--- config.mk ---
export PLATFORM = sky130hd
export DESIGN_NAME = frame_change_percentage
export DESIGN_NICKNAME = d
export VERILOG_FILES = /design/src/rtl/fcp_pkg.sv /design/src/rtl/fcp_front.sv /design/src/rtl/fcp_queue.sv /design/src/rtl/fcp_back.sv /design/src/rtl/frame_change_percentage.sv
export SDC_FILE = /design/constraint.sdc
export NUM_CORES = 1
export LEC_CHECK = 0
export BUFFER_PORTS_ARGS = -buffer_cell sky130_fd_sc_hd__clkbuf_2
export CAP_MARGIN = 40
export CELL_PAD_IN_SITES_DETAIL_PLACEMENT = 0
export CELL_PAD_IN_SITES_GLOBAL_PLACEMENT = 1
export CORE_UTILIZATION = 47
export CTS_CLUSTER_SIZE = 40
export DETAILED_ROUTE_END_ITERATION = 16
export PLACE_DENSITY_LB_ADDON = 0.1
export SLEW_MARGIN = 20
export SYNTH_ARGS = -nofsm -noshare
export SYNTH_HDL_FRONTEND = slang
export SYNTH_SLANG_ARGS = --single-unit
--- constraint.sdc ---
create_clock -name clk -period 6.2 [get_ports clk]
set_input_delay 0.62 -clock clk [delete_from_list [all_inputs] [get_ports clk]]
set_output_delay 0.62 -clock clk [all_outputs]
set_load 0.01 [all_outputs]
--- src/rtl/fcp_pkg.sv ---
// ----------------------------------------------------------------------------
// fcp_pkg
// Shared types, constants and helpers for the frame change percentage block.
// ----------------------------------------------------------------------------
`default_nettype none

package fcp_pkg;

    localparam int CHAN_W   = 8;
    localparam int COUNT_W  = 24;
    localparam int SHARE_W  = 14;
    localparam int STEP_W   = $clog2(SHARE_W);

    localparam logic [COUNT_W-1:0] MAX_PIXELS = 24'd8388608;

    // gray = (dB*1868 + dG*9617 + dR*4899 + 8192) >> 14
    localparam int PROD_B_W = 19;
    localparam int PROD_G_W = 22;
    localparam int PROD_R_W = 21;
    localparam int GRAY_SUM_W = 22;
    localparam int GRAY_SHIFT = 14;
    localparam logic [10:0] COEF_B = 11'd1868;
    localparam logic [13:0] COEF_G = 14'd9617;
    localparam logic [12:0] COEF_R = 13'd4899;
    localparam logic [GRAY_SUM_W-1:0] GRAY_ROUND = 22'd8192;

    // share = floor(changed * 10000 / total), done as a restoring divide
    localparam logic [SHARE_W-1:0] SHARE_SCALE = 14'd10000;
    localparam int DIV_W = COUNT_W + SHARE_W - 1;

    localparam int QUEUE_DEPTH = 4;
    localparam int QUEUE_AW    = $clog2(QUEUE_DEPTH);

    typedef struct packed {
        logic               mask;
        logic               last;
        logic [COUNT_W-1:0] changed;
        logic [COUNT_W-1:0] total;
    } fcp_item_t;

    typedef enum logic [1:0] {
        BK_IDLE,
        BK_DIV,
        BK_FIN
    } back_state_t;

    function automatic logic [CHAN_W-1:0] abs_diff(input logic [CHAN_W-1:0] a,
                                                   input logic [CHAN_W-1:0] b);
        logic [CHAN_W-1:0] r;
        r = (a > b) ? (a - b) : (b - a);
        return r;
    endfunction

    function automatic logic [COUNT_W-1:0] sat_inc(input logic [COUNT_W-1:0] v);
        logic [COUNT_W-1:0] r;
        r = (v < MAX_PIXELS) ? (v + 1'b1) : MAX_PIXELS;
        return r;
    endfunction

endpackage

`default_nettype wire

--- src/rtl/fcp_front.sv ---
// ----------------------------------------------------------------------------
// fcp_front
// Pixel intake: channel differences, gray weighting, threshold and counters.
// ----------------------------------------------------------------------------
`default_nettype none

module fcp_front import fcp_pkg::*;
(
    input  wire logic              clk,
    input  wire logic              rst_n,
    input  wire logic              cfg_wr_en,
    input  wire logic [CHAN_W-1:0] cfg_wr_data,
    input  wire logic              in_valid,
    output      logic              in_ready,
    input  wire logic [CHAN_W-1:0] prev_blue,
    input  wire logic [CHAN_W-1:0] prev_green,
    input  wire logic [CHAN_W-1:0] prev_red,
    input  wire logic [CHAN_W-1:0] curr_blue,
    input  wire logic [CHAN_W-1:0] curr_green,
    input  wire logic [CHAN_W-1:0] curr_red,
    input  wire logic              last_pixel,
    input  wire logic              q_full,
    output      logic              q_push,
    output      fcp_item_t         q_item
);

    logic [CHAN_W-1:0]     thr_reg;
    logic                  s1_valid_reg, s1_valid_next;
    logic                  last_reg;
    logic [PROD_B_W-1:0]   prod_b_reg, prod_b_next;
    logic [PROD_G_W-1:0]   prod_g_reg, prod_g_next;
    logic [PROD_R_W-1:0]   prod_r_reg, prod_r_next;
    logic [COUNT_W-1:0]    pix_cnt_reg, pix_cnt_next;
    logic [COUNT_W-1:0]    chg_cnt_reg, chg_cnt_next;
    logic [GRAY_SUM_W-1:0] gray_sum;
    logic [CHAN_W-1:0]     gray;
    logic                  changed;
    logic [COUNT_W-1:0]    pix_inc;
    logic [COUNT_W-1:0]    chg_inc;
    logic                  take;

    assign in_ready = !s1_valid_reg || !q_full;
    assign take     = in_valid && in_ready;
    assign q_push   = s1_valid_reg && !q_full;

    assign prod_b_next = PROD_B_W'(abs_diff(prev_blue, curr_blue)) * PROD_B_W'(COEF_B);
    assign prod_g_next = PROD_G_W'(abs_diff(prev_green, curr_green)) * PROD_G_W'(COEF_G);
    assign prod_r_next = PROD_R_W'(abs_diff(prev_red, curr_red)) * PROD_R_W'(COEF_R);

    assign gray_sum = GRAY_SUM_W'(prod_b_reg) + GRAY_SUM_W'(prod_g_reg)
                    + GRAY_SUM_W'(prod_r_reg) + GRAY_ROUND;
    assign gray     = gray_sum[GRAY_SHIFT +: CHAN_W];
    assign changed  = gray > thr_reg;
    assign pix_inc  = sat_inc(pix_cnt_reg);
    assign chg_inc  = changed ? sat_inc(chg_cnt_reg) : chg_cnt_reg;

    always_comb
    begin
        q_item.mask    = changed;
        q_item.last    = last_reg;
        q_item.changed = chg_inc;
        q_item.total   = pix_inc;
        s1_valid_next  = in_ready ? in_valid : s1_valid_reg;
        pix_cnt_next   = pix_cnt_reg;
        chg_cnt_next   = chg_cnt_reg;
        if (q_push)
        begin
            pix_cnt_next = last_reg ? '0 : pix_inc;
            chg_cnt_next = last_reg ? '0 : chg_inc;
        end
    end

    always_ff @(posedge clk or negedge rst_n)
    begin
        if (!rst_n)
        begin
            thr_reg      <= 8'd32;
            s1_valid_reg <= 1'b0;
            pix_cnt_reg  <= '0;
            chg_cnt_reg  <= '0;
        end
        else
        begin
            if (cfg_wr_en)
            begin
                thr_reg <= cfg_wr_data;
            end
            s1_valid_reg <= s1_valid_next;
            pix_cnt_reg  <= pix_cnt_next;
            chg_cnt_reg  <= chg_cnt_next;
        end
    end

    always_ff @(posedge clk)
    begin
        if (take)
        begin
            prod_b_reg <= prod_b_next;
            prod_g_reg <= prod_g_next;
            prod_r_reg <= prod_r_next;
            last_reg   <= last_pixel;
        end
    end

endmodule

`default_nettype wire

--- src/rtl/fcp_queue.sv ---
// ----------------------------------------------------------------------------
// fcp_queue
// Short register queue between the pixel front end and the result back end.
// ----------------------------------------------------------------------------
`default_nettype none

module fcp_queue import fcp_pkg::*;
(
    input  wire logic      clk,
    input  wire logic      rst_n,
    input  wire logic      push,
    input  wire fcp_item_t push_item,
    output      logic      full,
    input  wire logic      pop,
    output      logic      empty,
    output      fcp_item_t head
);

    fcp_item_t             entry_reg [QUEUE_DEPTH];
    logic [QUEUE_AW-1:0]   wr_ptr_reg, wr_ptr_next;
    logic [QUEUE_AW-1:0]   rd_ptr_reg, rd_ptr_next;
    logic [QUEUE_AW:0]     count_reg, count_next;

    assign full  = count_reg == (QUEUE_AW+1)'(QUEUE_DEPTH);
    assign empty = count_reg == '0;
    assign head  = entry_reg[rd_ptr_reg];

    always_comb
    begin
        wr_ptr_next = push ? wr_ptr_reg + 1'b1 : wr_ptr_reg;
        rd_ptr_next = pop ? rd_ptr_reg + 1'b1 : rd_ptr_reg;
        count_next  = count_reg;
        if (push && !pop)
        begin
            count_next = count_reg + 1'b1;
        end
        else if (pop && !push)
        begin
            count_next = count_reg - 1'b1;
        end
    end

    always_ff @(posedge clk or negedge rst_n)
    begin
        if (!rst_n)
        begin
            wr_ptr_reg <= '0;
            rd_ptr_reg <= '0;
            count_reg  <= '0;
        end
        else
        begin
            wr_ptr_reg <= wr_ptr_next;
            rd_ptr_reg <= rd_ptr_next;
            count_reg  <= count_next;
        end
    end

    always_ff @(posedge clk)
    begin
        if (push)
        begin
            entry_reg[wr_ptr_reg] <= push_item;
        end
    end

endmodule

`default_nettype wire

--- src/rtl/fcp_back.sv ---
// ----------------------------------------------------------------------------
// fcp_back
// Result stage: passes pixel masks through and, at frame end, divides out
// the changed share one quotient bit per cycle.
// ----------------------------------------------------------------------------
`default_nettype none

module fcp_back import fcp_pkg::*;
(
    input  wire logic               clk,
    input  wire logic               rst_n,
    input  wire logic               q_empty,
    input  wire fcp_item_t          q_head,
    output      logic               q_pop,
    output      logic               out_valid,
    input  wire logic               out_ready,
    output      logic               mask_bit,
    output      logic               frame_done,
    output      logic [COUNT_W-1:0] changed_pixels,
    output      logic [SHARE_W-1:0] changed_hundredths
);

    back_state_t        state_reg, state_next;
    logic [STEP_W-1:0]  step_reg, step_next;
    logic [DIV_W-1:0]   rem_reg, rem_next;
    logic [DIV_W-1:0]   div_reg, div_next;
    logic [SHARE_W-1:0] quot_reg, quot_next;
    logic [COUNT_W-1:0] cnt_hold_reg, cnt_hold_next;
    logic               mask_hold_reg, mask_hold_next;
    logic               out_valid_reg, out_valid_next;
    logic               out_mask_reg, out_mask_next;
    logic               out_done_reg, out_done_next;
    logic [COUNT_W-1:0] out_cnt_reg, out_cnt_next;
    logic [SHARE_W-1:0] out_share_reg, out_share_next;
    logic               slot_free;
    logic               load_out;
    logic               ge;

    assign slot_free          = !out_valid_reg || out_ready;
    assign ge                 = rem_reg >= div_reg;
    assign out_valid          = out_valid_reg;
    assign mask_bit           = out_mask_reg;
    assign frame_done         = out_done_reg;
    assign changed_pixels     = out_cnt_reg;
    assign changed_hundredths = out_share_reg;

    always_comb
    begin
        state_next     = state_reg;
        step_next      = step_reg;
        rem_next       = rem_reg;
        div_next       = div_reg;
        quot_next      = quot_reg;
        cnt_hold_next  = cnt_hold_reg;
        mask_hold_next = mask_hold_reg;
        out_mask_next  = out_mask_reg;
        out_done_next  = out_done_reg;
        out_cnt_next   = out_cnt_reg;
        out_share_next = out_share_reg;
        q_pop          = 1'b0;
        load_out       = 1'b0;
        case (state_reg)
            BK_IDLE:
            begin
                if (!q_empty)
                begin
                    if (q_head.last)
                    begin
                        q_pop          = 1'b1;
                        rem_next       = DIV_W'(q_head.changed) * DIV_W'(SHARE_SCALE);
                        div_next       = {q_head.total, {(SHARE_W-1){1'b0}}};
                        quot_next      = '0;
                        step_next      = STEP_W'(SHARE_W - 1);
                        cnt_hold_next  = q_head.changed;
                        mask_hold_next = q_head.mask;
                        state_next     = BK_DIV;
                    end
                    else if (slot_free)
                    begin
                        q_pop          = 1'b1;
                        load_out       = 1'b1;
                        out_mask_next  = q_head.mask;
                        out_done_next  = 1'b0;
                        out_cnt_next   = '0;
                        out_share_next = '0;
                    end
                end
            end
            BK_DIV:
            begin
                rem_next  = ge ? rem_reg - div_reg : rem_reg;
                quot_next = {quot_reg[SHARE_W-2:0], ge};
                div_next  = div_reg >> 1;
                if (step_reg == '0)
                begin
                    state_next = BK_FIN;
                end
                else
                begin
                    step_next = step_reg - 1'b1;
                end
            end
            BK_FIN:
            begin
                if (slot_free)
                begin
                    load_out       = 1'b1;
                    out_mask_next  = mask_hold_reg;
                    out_done_next  = 1'b1;
                    out_cnt_next   = cnt_hold_reg;
                    out_share_next = quot_reg;
                    state_next     = BK_IDLE;
                end
            end
            default:
            begin
                state_next = BK_IDLE;
            end
        endcase
        if (load_out)
        begin
            out_valid_next = 1'b1;
        end
        else if (out_ready)
        begin
            out_valid_next = 1'b0;
        end
        else
        begin
            out_valid_next = out_valid_reg;
        end
    end

    always_ff @(posedge clk or negedge rst_n)
    begin
        if (!rst_n)
        begin
            state_reg     <= BK_IDLE;
            out_valid_reg <= 1'b0;
            step_reg      <= '0;
        end
        else
        begin
            state_reg     <= state_next;
            out_valid_reg <= out_valid_next;
            step_reg      <= step_next;
        end
    end

    always_ff @(posedge clk)
    begin
        rem_reg       <= rem_next;
        div_reg       <= div_next;
        quot_reg      <= quot_next;
        cnt_hold_reg  <= cnt_hold_next;
        mask_hold_reg <= mask_hold_next;
        out_mask_reg  <= out_mask_next;
        out_done_reg  <= out_done_next;
        out_cnt_reg   <= out_cnt_next;
        out_share_reg <= out_share_next;
    end

endmodule

`default_nettype wire

--- src/rtl/frame_change_percentage.sv ---
// ----------------------------------------------------------------------------
// frame_change_percentage
// Frame-difference motion detection on co-located BGR pixel pairs.
// ----------------------------------------------------------------------------
// Takes one previous/current pixel pair per clock while in_ready is high.
// Each pixel gives one result carrying its change mask bit; the result for
// the pixel flagged last_pixel also carries the frame's changed count and
// the changed share in hundredths of a percent, after which the frame
// counters clear. Ordinary pixels are taken one per clock while in_ready
// is high; a result passes the intake register, the queue and the output
// register before it goes valid. A frame-end pixel holds the result stage
// while the bit-serial divider loads, works out 14 quotient bits, one per
// cycle, and unloads. The four-entry queue and the intake register take
// the next five pixels meanwhile, after which the input stalls until the
// queue is popped. The threshold resets to 32; the user is to write it via
// cfg_wr_en/cfg_wr_data only while idle, as the block does not enforce it.
// ----------------------------------------------------------------------------
`default_nettype none

module frame_change_percentage import fcp_pkg::*;
(
    input  wire logic               clk,
    input  wire logic               rst_n,
    input  wire logic               cfg_wr_en,
    input  wire logic [CHAN_W-1:0]  cfg_wr_data,
    input  wire logic               in_valid,
    output      logic               in_ready,
    input  wire logic [CHAN_W-1:0]  prev_blue,
    input  wire logic [CHAN_W-1:0]  prev_green,
    input  wire logic [CHAN_W-1:0]  prev_red,
    input  wire logic [CHAN_W-1:0]  curr_blue,
    input  wire logic [CHAN_W-1:0]  curr_green,
    input  wire logic [CHAN_W-1:0]  curr_red,
    input  wire logic               last_pixel,
    output      logic               out_valid,
    input  wire logic               out_ready,
    output      logic               mask_bit,
    output      logic               frame_done,
    output      logic [COUNT_W-1:0] changed_pixels,
    output      logic [SHARE_W-1:0] changed_hundredths
);

    logic      q_full;
    logic      q_empty;
    logic      q_push;
    logic      q_pop;
    fcp_item_t q_item;
    fcp_item_t q_head;

    fcp_front u_front (
        .clk         (clk),
        .rst_n       (rst_n),
        .cfg_wr_en   (cfg_wr_en),
        .cfg_wr_data (cfg_wr_data),
        .in_valid    (in_valid),
        .in_ready    (in_ready),
        .prev_blue   (prev_blue),
        .prev_green  (prev_green),
        .prev_red    (prev_red),
        .curr_blue   (curr_blue),
        .curr_green  (curr_green),
        .curr_red    (curr_red),
        .last_pixel  (last_pixel),
        .q_full      (q_full),
        .q_push      (q_push),
        .q_item      (q_item)
    );

    fcp_queue u_queue (
        .clk       (clk),
        .rst_n     (rst_n),
        .push      (q_push),
        .push_item (q_item),
        .full      (q_full),
        .pop       (q_pop),
        .empty     (q_empty),
        .head      (q_head)
    );

    fcp_back u_back (
        .clk                (clk),
        .rst_n              (rst_n),
        .q_empty            (q_empty),
        .q_head             (q_head),
        .q_pop              (q_pop),
        .out_valid          (out_valid),
        .out_ready          (out_ready),
        .mask_bit           (mask_bit),
        .frame_done         (frame_done),
        .changed_pixels     (changed_pixels),
        .changed_hundredths (changed_hundredths)
    );

endmodule

`default_nettype wire

==> results.json, run 1 <==
{
  "io_count": 104,
  "wire_length_of_the_first_global_routing_pass_mm": 113.4,
  "critPathCapture": "u_back.rem_reg[35]",
  "worst_clock_skew_ns": 0.04072,
  "final.setup.worst_slack_ns": 0.2188,
  "grt_start_max_net_pins": 74,
  "drt_iter0_markers": 864,
  "core_region_area_um2": 67510,
  "r2r-end": "u_back.rem_reg[35]",
  "grt.overflow.total": 0,
  "routed_wirelength_mm": 69.82,
  "synth-adder-area-share": 0.2230,
  "cts.root.buffer_cell": "clkbuf_16",
  "antenna_cells": 0,
  "finish.net_count": 3636,
  "crit_required_ns": 6.58,
  "critical_path_maximum_fanout": 6,
  "ys_types": 77,
  "synth_xor_xnor_area_share": 0.04529,
  "post-place-ws_ns": -0.4248,
  "place.detailed.hpwl_mm": 53.46,
  "cts_tree": "built",
  "cap_violations": 0,
  "route.detailed.vias_per_inst": 5.324,
  "fp.dieW_um": 263.9,
  "layout-area-overhead-vs-synth_pct": 16.16,
  "postRouteAntennaNets": 0,
  "post-place-cells": 3879,
  "post_route_insts_no_fill": 3994,
  "syn_nets": 3355,
  "start_util": 0.4775,
  "gr-usage-all-layers": 0.2020,
  "setup.worst_path.start_class": "register",
  "fin_crit_ns": 5.981,
  "synth-main-ff-cell": "edfxtp_1",
  "number_of_global_route_vias_before_repair": 22200,
  "largest_reg_flops": 200,
  "gp_congestion": 0.8843,
  "tightestPinTransition_ns": 0.8116,
  "die_height_um": 263.9,
  "postSynthRegisterBits": 485,
  "fmax_mhz": 167.2,
  "antenna_found_initial": 0,
  "worstReg2RegStart": "u_queue.rd_ptr_reg[0]",
  "critPathKind": "reg -> reg",
  "cts_inserted_buffers": 54,
  "setup_violations": 0,
  "detail_route.first_pass.iterations": 5,
  "clock_sinks": 485,
  "drive_above_1_share": 0.1727,
  "worst_setup_path_startpoint": "u_queue.rd_ptr_reg[0]",
  "timing.slew.headroom": 0.4589,
  "synth_compound_area_frac": 0.1045,
  "rr_worst_depth": 22,
  "run_status": "completed",
  "cts_max_path_buffers": 3,
  "endpoint_kind": "register",
  "synth_top_cell_area_share": 0.3856,
  "maxSlewViolCount": 0,
  "minimum_hold_slack_ns": 0.2255,
  "rsz0062_at_grt": "yes",
  "yosysWarningCount": 0,
  "synth_seq_area_share": 0.4408,
  "num_vias": 21260,
  "synth_top_family_by_area": "adder cells",
  "synth.area.top_cells": "edfxtp_1 (39%), ha_1 (14%), fa_1 (7.8%)",
  "placement_rows": 95,
  "avgSynthCellArea_um2": 11.54,
  "ff2ff_setup_slack_ns": 0.22,
  "synthCells": 2794,
  "fin_crit_sh": 0.9647,
  "muxShareOfSynthArea": 0.04490,
  "area_fraction_in_and_or_nand_and_nor_cells_after_synthesis": 0.08231,
  "layout_utilization": 0.5547,
  "detail_route.wl_per_cell_um": 17.48,
  "clk-insertion-delay-late_ns": 0.64,
  "synth_enable_flop_cells": 414,
  "cell_taking_the_most_area_after_synthesis": "edfxtp_1",
  "hold_path.class": "in -> reg",
  "syn_area_um2": 32240,
  "remaining_design_rule_violation_count": 0,
  "cts_htree_levels": 2,
  "critPathArrivalTime_ns": 6.36,
  "die_area_um2": 69650,
  "async_reset_ff_frac": 0.1464,
  "report.final.hold_viol_count": 0,
  "port_buffers": 103,
  "path_clk_slew_ns": 0.06
}
[worst max-delay path, cell delays in order (launching register included)]
cell	delay (ns)
dfrtp_4	0.48
buf_4	0.18
mux4_2	0.62
inv_4	0.12
fa_1	0.41
inv_1	0.07
ha_1	0.24
fa_1	0.49
ha_1	0.29
inv_1	0.05
fa_1	0.50
inv_1	0.04
ha_1	0.20
or4_1	0.54
o22ai_2	0.15
o31ai_1	0.11
buf_4	0.15
o41ai_2	0.27
buf_4	0.19
o31ai_2	0.08
a31oi_1	0.18
mux2i_1	0.28
o31ai_1	0.10
[cells in the final DEF, fill, tap and decap left out, types with 11 or more instances in the layout]
cell and instances:
a211oi_1 12, a21o_1 56, a21oi_1 120, a22o_1 24, a31oi_1 17, and2_1 63
and3_1 18, buf_4 197, clkbuf_1 11, clkbuf_16 56, clkbuf_2 102, dfrtp_1 68
edfxtp_1 414, fa_1 124, ha_1 367, inv_1 415, mux2i_1 21, mux4_2 50
nand2_1 134, nand2b_1 20, nand3_1 31, nand4_1 36, nor2_1 143, nor2b_1 23
nor3_1 20, o21a_1 20, o21ai_0 76, o21ai_1 56, o21bai_1 24, o31ai_1 23
xnor2_1 90, xor2_1 67
[timing repair]
item | 4_1_cts | 5_1_grt
resized for setup | 0 | 34
buffers inserted | 0 | 11
hold buffers | 1 | 0
setup endpoints to repair | 0 | 21
endpoints found under the hold margin | 15 | 0
[cells in the mapped netlist, types with 64 or more instances]
cell type / n
xor2_1: 68
ha_1: 373
a21oi_1: 128
and2_1: 64
clkbuf_1: 66
nand2_1: 134
fa_1: 126
inv_1: 420
edfxtp_1: 414
nor2_1: 145
xnor2_1: 95
dfrtp_1: 70
o21ai_0: 76
[worst min path at each step]
stage / from / end / slack (ns) / depth (start not counted)
floorplan: rst_n / u_back.out_valid / 0.32 / 0
global route: cfg_wr_data[6] / u_front.thr_reg[6] / 0.20 / 3
finish: cfg_wr_data[6] / u_front.thr_reg[6] / 0.23 / 3
global placement: u_front.pix_cnt_reg[1] / u_front.pix_cnt_reg[1] / 0.48 / 2
detailed placement: rst_n / u_front.thr_reg[0] / 0.50 / 1
CTS: cfg_wr_data[7] / u_front.thr_reg[7] / 0.19 / 3
[stage by stage]
step	TNS [ns]	instance area, um2
2_1_floorplan	0	32340
3_3_place_gp	-2.328	35100
3_5_place_dp	-3.835	35210
4_1_cts	0	37190
5_1_grt	-0.1664	37450
6_report	0	37450
[final cells by class]
class,instances,area [um2]
fillers,5827,30070
clock inverters,28,430.4
flip-flops and latches,485,14210
well taps,873,1092
inverters,422,1590
repair buffers,308,2167
multi-input cells,1804,16420
clock buffers,74,1539
[routing by layer]
layer	up-vias	GRT usage	wire, um
met3	108	0.02144	1792
met4	0	0.06034	1905
met5	-	0	0
met1	10480	0.2488	29870
met2	277	0.3708	36260
li1	10400	-	-
[logic make-up after synthesis]
kind of cell,Yosys count
AND/OR/NAND/NOR,540
AO/OA/AOI/OAI,519
buffers and inverters,505
adder cells (fa/ha/maj),499
flip-flops,485
XOR/XNOR,165
multiplexers,81
Power of run 1 is not shown: default switching activity piles up to over one toggle a cycle in this logic, so the estimate is an artifact.
==> run 2, diff against run 1 <==
SYNTH_HIERARCHICAL = 1   (was default)
==> run 2 against run 1 <==
Compared with the run above:
- synthesized cell count rose by 3.3%
- final area down 0.87%
- worst setup slack improved by 0.083 ns
- first-iteration DRC count up 24%
- die area up 2.4%
- fmax is 1.4% higher
- via count increased by 2.5%
- critical endpoint is now u_back/rem_reg[29]
- sequential share of layout area grew 0.33 points
- utilization decreased by 1.7 points
- clock-buffer cell count is 2 lower
- clock skew fell by 0.0095 ns
==> results.json, run 2 <==
{
  "run_status": "completed",
  "r2r-end": "u_back/rem_reg[29]",
  "path_clk_slew_ns": 0.06,
  "min-delay-start": "last_pixel",
  "drt_iter0_markers": 1069,
  "finish.net_count": 3637,
  "synth_top_cell_area_share": 0.3765,
  "mostFrequentLayoutCells": "edfxtp_1 (414), inv_1 (382), ha_1 (373)",
  "fin_crit_sh": 0.9513,
  "synth.area.top_cells": "edfxtp_1 (38%), ha_1 (14%), fa_1 (7.6%)",
  "syn_area_um2": 33020,
  "fillCellCount": 5957,
  "final_common_cell": "edfxtp_1",
  "ys_types": 92,
  "remaining_design_rule_violation_count": 0,
  "met3_wirelength_mm": 1.978,
  "place.detailed.hpwl_mm": 54.31,
  "cts.root.buffer_cell": "clkbuf_16",
  "tightestPinTransition_ns": 0.7660,
  "antenna_found_initial": 0,
  "largest_reg_flops": 200,
  "start_util": 0.4781,
  "worst_clock_skew_ns": 0.03121,
  "io_count": 104,
  "critPathArrivalTime_ns": 6.26,
  "fmax_mhz": 169.6,
  "critical_path_maximum_fanout": 6,
  "endpoint_kind": "register",
  "cell_with_the_most_instances_after_synthesis": "edfxtp_1",
  "detail_route.first_pass.iterations": 5,
  "synth-main-ff-cell": "edfxtp_1",
  "maxUsedRoutingLayer": "met4",
  "cell_taking_the_most_area_after_synthesis": "edfxtp_1",
  "cts_max_path_buffers": 3,
  "core_region_area_um2": 69070,
  "clock_sinks": 485,
  "ff2ff_setup_slack_ns": 0.30,
  "number_of_global_route_vias_before_repair": 22780,
  "postRouteAntennaNets": 0,
  "hold_path.class": "in -> reg",
  "post-place-cells": 3950,
  "die_area_um2": 71320,
  "yosysWarningCount": 6,
  "routed_wirelength_mm": 71.27,
  "minimum_hold_slack_ns": 0.1855,
  "setup_violations": 0,
  "route.detailed.vias_per_inst": 5.376,
  "clk-insertion-delay-late_ns": 0.63,
  "crit_required_ns": 6.56,
  "wire_length_of_the_first_global_routing_pass_mm": 116.3,
  "cap_violations": 0,
  "layout-area-overhead-vs-synth_pct": 12.43,
  "worstReg2RegStart": "u_queue/rd_ptr_reg[0]",
  "synthCells": 2886,
  "die_height_um": 267.1,
  "hold_path_cell_cnt": 1,
  "syn_nets": 3447,
  "cts_inserted_buffers": 54,
  "synth_seq_area_share": 0.4303,
  "cts_htree_levels": 2,
  "cts_tree": "built",
  "rr_worst_depth": 23,
  "rsz0062_at_grt": "no",
  "postSynthRegisterBits": 485,
  "fin_crit_ns": 5.898,
  "post_cts_buffers": 0,
  "detail_route.wl_per_cell_um": 17.59,
  "grt.overflow.total": 0,
  "report.final.hold_viol_count": 0,
  "maxSlewViolCount": 0,
  "post_route_insts_no_fill": 4053,
  "drive_above_1_share": 0.1358,
  "gp_congestion": 0.8330,
  "antenna_cells": 0,
  "grt_start_max_net_pins": 73,
  "synth_enable_flop_cells": 414,
  "wl_met1_mm": 30.79,
  "fp.dieW_um": 267.1,
  "synth.top_cells.by_count": "edfxtp_1 (414), inv_1 (386), ha_1 (373)",
  "critPathKind": "reg -> reg",
  "setup.worst_path.start_class": "register",
  "timing.slew.headroom": 0.4888,
  "placement_rows": 96,
  "port_buffers": 103,
  "num_vias": 21790,
  "met2_wirelength_mm": 36.57,
  "async_reset_ff_frac": 0.1464,
  "avgSynthCellArea_um2": 11.44,
  "timing.hold.worst_endpoint": "u_front/last_reg",
  "gr-usage-all-layers": 0.2055
}
[run 2: timing repair]
item,CTS,global route
hold endpoints to repair,21,0
endpoints found under the setup margin,0,2
hold buffers,1,0
resized for setup,0,4
[run 2: worst max-delay path, cell delays in order, from the launching register on]
cell	delay, ns
dfrtp_4	0.53
buf_12	0.16
mux4_2	0.40
inv_1	0.13
fa_1	0.52
inv_1	0.04
ha_1	0.26
inv_1	0.05
fa_1	0.53
inv_1	0.04
ha_1	0.26
inv_1	0.05
fa_1	0.50
inv_1	0.04
ha_1	0.34
o21a_1	0.20
o21ai_0	0.22
o31ai_1	0.13
a211oi_1	0.32
o21ai_0	0.15
o211ai_1	0.22
o21ai_0	0.17
xnor2_1	0.26
mux2i_1	0.12
[run 2: cell families after synthesis]
| group | synth area share |
|---|---|
| simple gates | 0.1005 |
| compound gates | 0.1023 |
| fa+ha+maj | 0.2177 |
| flops | 0.4303 |
| buf+inv | 0.05744 |
| xor+xnor | 0.04350 |
| mux | 0.04820 |
[run 2: stage by stage]
| step | worst slack, ns | cell area, um2 | util | TNS, ns |
|---|---|---|---|---|
| finish | 0.3020 | 37130 | 0.5375 | 0 |
| floorplan | 0.06725 | 33020 | - | 0 |
| CTS | 0.2475 | 37120 | 0.5374 | 0 |
| global placement | -0.05683 | 35210 | 0.5098 | -0.07939 |
| detailed placement | -0.1183 | 35270 | 0.5106 | -0.5608 |
| global route | 0.009499 | 37130 | 0.5375 | 0 |
[run 2: final cells by class]
type | count | area [um2] | area share
clock buffer | 72 | 1479 | 0.03984
clock inverter | 30 | 362.8 | 0.009774
tap | 931 | 1165 | 0.03138
sequential | 485 | 14210 | 0.3829
timing repair buffer | 222 | 1479 | 0.03984
inverter | 387 | 1460 | 0.03933
multi-input combinational | 1926 | 16970 | 0.4570
[run 2: worst max-delay path by stage]
stage | from | end | slack, ns | depth (start not counted)
2_1_floorplan | prev_green[0] | u_front/prod_g_reg[20] | 0.07 | 24
3_3_place_gp | prev_green[0] | u_front/prod_g_reg[20] | -0.06 | 25
3_5_place_dp | prev_red[0] | u_front/prod_r_reg[17] | -0.12 | 27
4_1_cts | u_queue/rd_ptr_reg[0] | u_back/rem_reg[29] | 0.25 | 21
5_1_grt | u_queue/rd_ptr_reg[0] | u_back/rem_reg[29] | 0.009 | 21
6_report | u_queue/rd_ptr_reg[0] | u_back/rem_reg[29] | 0.30 | 23
[run 2: layer usage]
| layer | global-route usage | vias up |
|---|---|---|
| met2 | 0.3733 | 286 |
| met1 | 0.2532 | 10740 |
| met4 | 0.06710 | 0 |
| met3 | 0.02308 | 94 |
| li1 | - | 10670 |
| met5 | 0 | - |
Power of run 2 is left out for the same reason.
==> run 3, diff against run 2 <==
ABC_AREA = 1   (was default)
CORE_UTILIZATION = 45   (was 47)
==> run 3 against run 2 <==
Compared with the run above:
- routed wire length is 19% higher
- global-route usage is 0.75 points higher
- utilization is 3.4 points lower
- fmax is 4.5% higher
- die area is 13% higher
- worst hold slack better by 0.014 ns
- sequential cell count stayed put
- clock-buffer cell count is 2 lower
- cell count is 31% higher
- non-clock buffer count is 78 lower
- worst setup slack better by 0.26 ns
- synthesized cell count is 43% higher
==> results.json, run 3 <==
{
  "run_status": "completed",
  "grt_util_met3": 0.02404,
  "fin_crit_sh": 0.9101,
  "synthCells": 4125,
  "rsz0062_at_grt": "no",
  "synth-adder-area-share": 0.2017,
  "synth_compound_area_frac": 0.08216,
  "detail_route.first_pass.iterations": 7,
  "cts_tree": "built",
  "avgSynthCellArea_um2": 8.639,
  "synth_seq_area_share": 0.3988,
  "finalSetupTns_ns": 0,
  "start_util": 0.4577,
  "die_height_um": 283.4,
  "gr-usage-all-layers": 0.2130,
  "place.detailed.hpwl_mm": 66.27,
  "synth.area.top_cells": "edfxtp_1 (35%), ha_1 (13%), nand2_1 (11%)",
  "synth_top_cell_area_share": 0.3489,
  "clk-insertion-delay-late_ns": 0.60,
  "clock_sinks": 485,
  "report.final.hold_viol_count": 0,
  "endpoint_kind": "register",
  "critPathKind": "reg -> reg",
  "synth-main-ff-cell": "edfxtp_1",
  "postSynthRegisterBits": 485,
  "remaining_design_rule_violation_count": 0,
  "muxShareOfSynthArea": 0.0003160,
  "setup_violations": 0,
  "crit_required_ns": 6.55,
  "critical_path_maximum_fanout": 45,
  "cts_htree_levels": 2,
  "layout_utilization": 0.5038,
  "largest_reg_flops": 200,
  "synth_top_family_by_area": "adder cells",
  "final_common_cell": "nand2_1",
  "mostFrequentLayoutCells": "nand2_1 (1010), inv_1 (809), edfxtp_1 (414)",
  "post_cts_buffers": 0,
  "area_fraction_in_and_or_nand_and_nor_cells_after_synthesis": 0.1911,
  "fin_crit_ns": 5.643,
  "grt_start_max_net_pins": 97,
  "path_clk_slew_ns": 0.06,
  "critPathArrivalTime_ns": 5.99,
  "io_count": 104,
  "num_vias": 26240,
  "groute.layer.met2.usage": 0.3863,
  "setup.worst_path.start_class": "register",
  "synth_enable_flop_cells": 414,
  "fmax_mhz": 177.2,
  "use_met1": 0.2734,
  "antenna_found_initial": 0,
  "fp.dieW_um": 283.4,
  "holdBufCountCts": 1,
  "route.detailed.vias_per_inst": 4.928,
  "hold_path_cell_cnt": 1,
  "yosysWarningCount": 6,
  "die_area_um2": 80320,
  "layout-area-overhead-vs-synth_pct": 10.07,
  "cell_taking_the_most_area_after_synthesis": "edfxtp_1",
  "drt_iter0_markers": 1254,
  "syn_area_um2": 35640,
  "timing.slew.headroom": 0.4738,
  "grt.overflow.total": 0,
  "worst_clock_skew_ns": 0.02053,
  "detail_route.wl_per_cell_um": 15.91,
  "cap_violations": 0,
  "rr_worst_depth": 22,
  "synth_xor_xnor_area_share": 0.02532,
  "core_region_area_um2": 77850,
  "port_buffers": 103,
  "syn_nets": 4686,
  "cts_max_path_buffers": 3,
  "cts.root.buffer_cell": "clkbuf_16",
  "finish.net_count": 4801,
  "routed_wirelength_mm": 84.70,
  "number_of_global_route_vias_before_repair": 25850,
  "layer_with_the_highest_usage": "met2",
  "cell_with_the_most_instances_after_synthesis": "nand2_1",
  "postRouteAntennaNets": 0,
  "async_reset_ff_frac": 0.1464,
  "tightestPinTransition_ns": 0.7893,
  "synth.top_cells.by_count": "nand2_1 (1010), inv_1 (813), edfxtp_1 (414)",
  "gp_congestion": 0.8912,
  "drive_above_1_share": 0.08098,
  "cts_inserted_buffers": 54,
  "maxSlewViolCount": 0,
  "placement_rows": 102,
  "wire_length_of_the_first_global_routing_pass_mm": 136.9,
  "post_cts_resized": 0,
  "hold_path.class": "in -> reg",
  "ys_types": 59,
  "antenna_cells": 0
}
==> run 3: cell count changes in the layout (fill, tap and decap cells not counted), moves of 73 or more <==
| cell | previous run | this run |
|---|---|---|
| buf_4 | 112 | 37 |
| inv_1 | 382 | 809 |
| nand2_1 | 172 | 1010 |
| nand3_1 | 43 | 156 |
| nor2_1 | 161 | 272 |
| o211ai_1 | 12 | 104 |
| xnor2_1 | 107 | 34 |
==> run 3: per-stage QoR <==
| step | std cells | instance area [um2] | hold slack, ns | worst slack, ns |
|---|---|---|---|---|
| global placement | 5220 | 37370 | 0.4705 | 0.5600 |
| global route | 5325 | 39220 | 0.1716 | 0.1732 |
| finish | 5325 | 39220 | 0.1993 | 0.5573 |
| floorplan | 4125 | 35640 | 0.3244 | 0.9834 |
| CTS | 5324 | 39200 | 0.1495 | 0.5244 |
| detailed placement | 5222 | 37430 | 0.4715 | 0.5054 |
==> run 3: final cells by class <==
cell class | instances | area, um2
multi-input cells | 2714 | 17870
clock inverters | 31 | 276.5
clock buffers | 70 | 1483
repair buffers | 144 | 900.9
fillers | 7587 | 38630
flip-flops and latches | 485 | 14210
inverters | 841 | 3173
well taps | 1040 | 1301
==> run 3: critical path, cell delays in order (launching register included) <==
cell and delay (ns):
dfrtp_4 0.73, buf_12 0.24, o211ai_1 0.12, nand2_1 0.23
inv_1 0.21, fa_1 0.55, inv_1 0.04, ha_1 0.29
fa_1 0.49, ha_1 0.30, inv_1 0.05, fa_1 0.50
inv_1 0.04, ha_1 0.37, nand2_1 0.14, nor2_2 0.18
inv_2 0.05, nor3_1 0.22, nand4_1 0.20, nand3_1 0.12
nand2_1 0.05, nand3_1 0.14, nand2_1 0.08
==> run 3: logic make-up (layout without fill, tap and decap cells) <==
kind of cell / after synthesis / in the layout
xor gates and xnor gates: 103 / 103
adders and majority gates: 499 / 499
buffers and inverters: 926 / 1086
muxes: 1 / 1
and+or+nand+nor: 1614 / 1614
DFF: 485 / 485
AOI/OAI and AO/OA: 497 / 497
==> run 3: metal layers <==
metal	up-vias	wire length, um
met5	-	0
met4	0	1338
met3	88	2793
met2	366	42740
met1	12240	37820
li1	13550	-
==> run 3: final timing paths <==
kind                                            start  slack, ns                 endpoint
worst max register to register  u_queue/rd_ptr_reg[0]       0.56       u_back/rem_reg[27]
min in group asynchronous                       rst_n       0.41   u_front/chg_cnt_reg[9]
worst max-delay path            u_queue/rd_ptr_reg[0]       0.56       u_back/rem_reg[27]
worst min register to register     u_back/step_reg[1]       0.48       u_back/step_reg[1]
worst min-delay path                       last_pixel       0.20         u_front/last_reg
max in group asynchronous                       rst_n       4.97  u_front/pix_cnt_reg[11]
Power of run 3 is left out for the same reason.
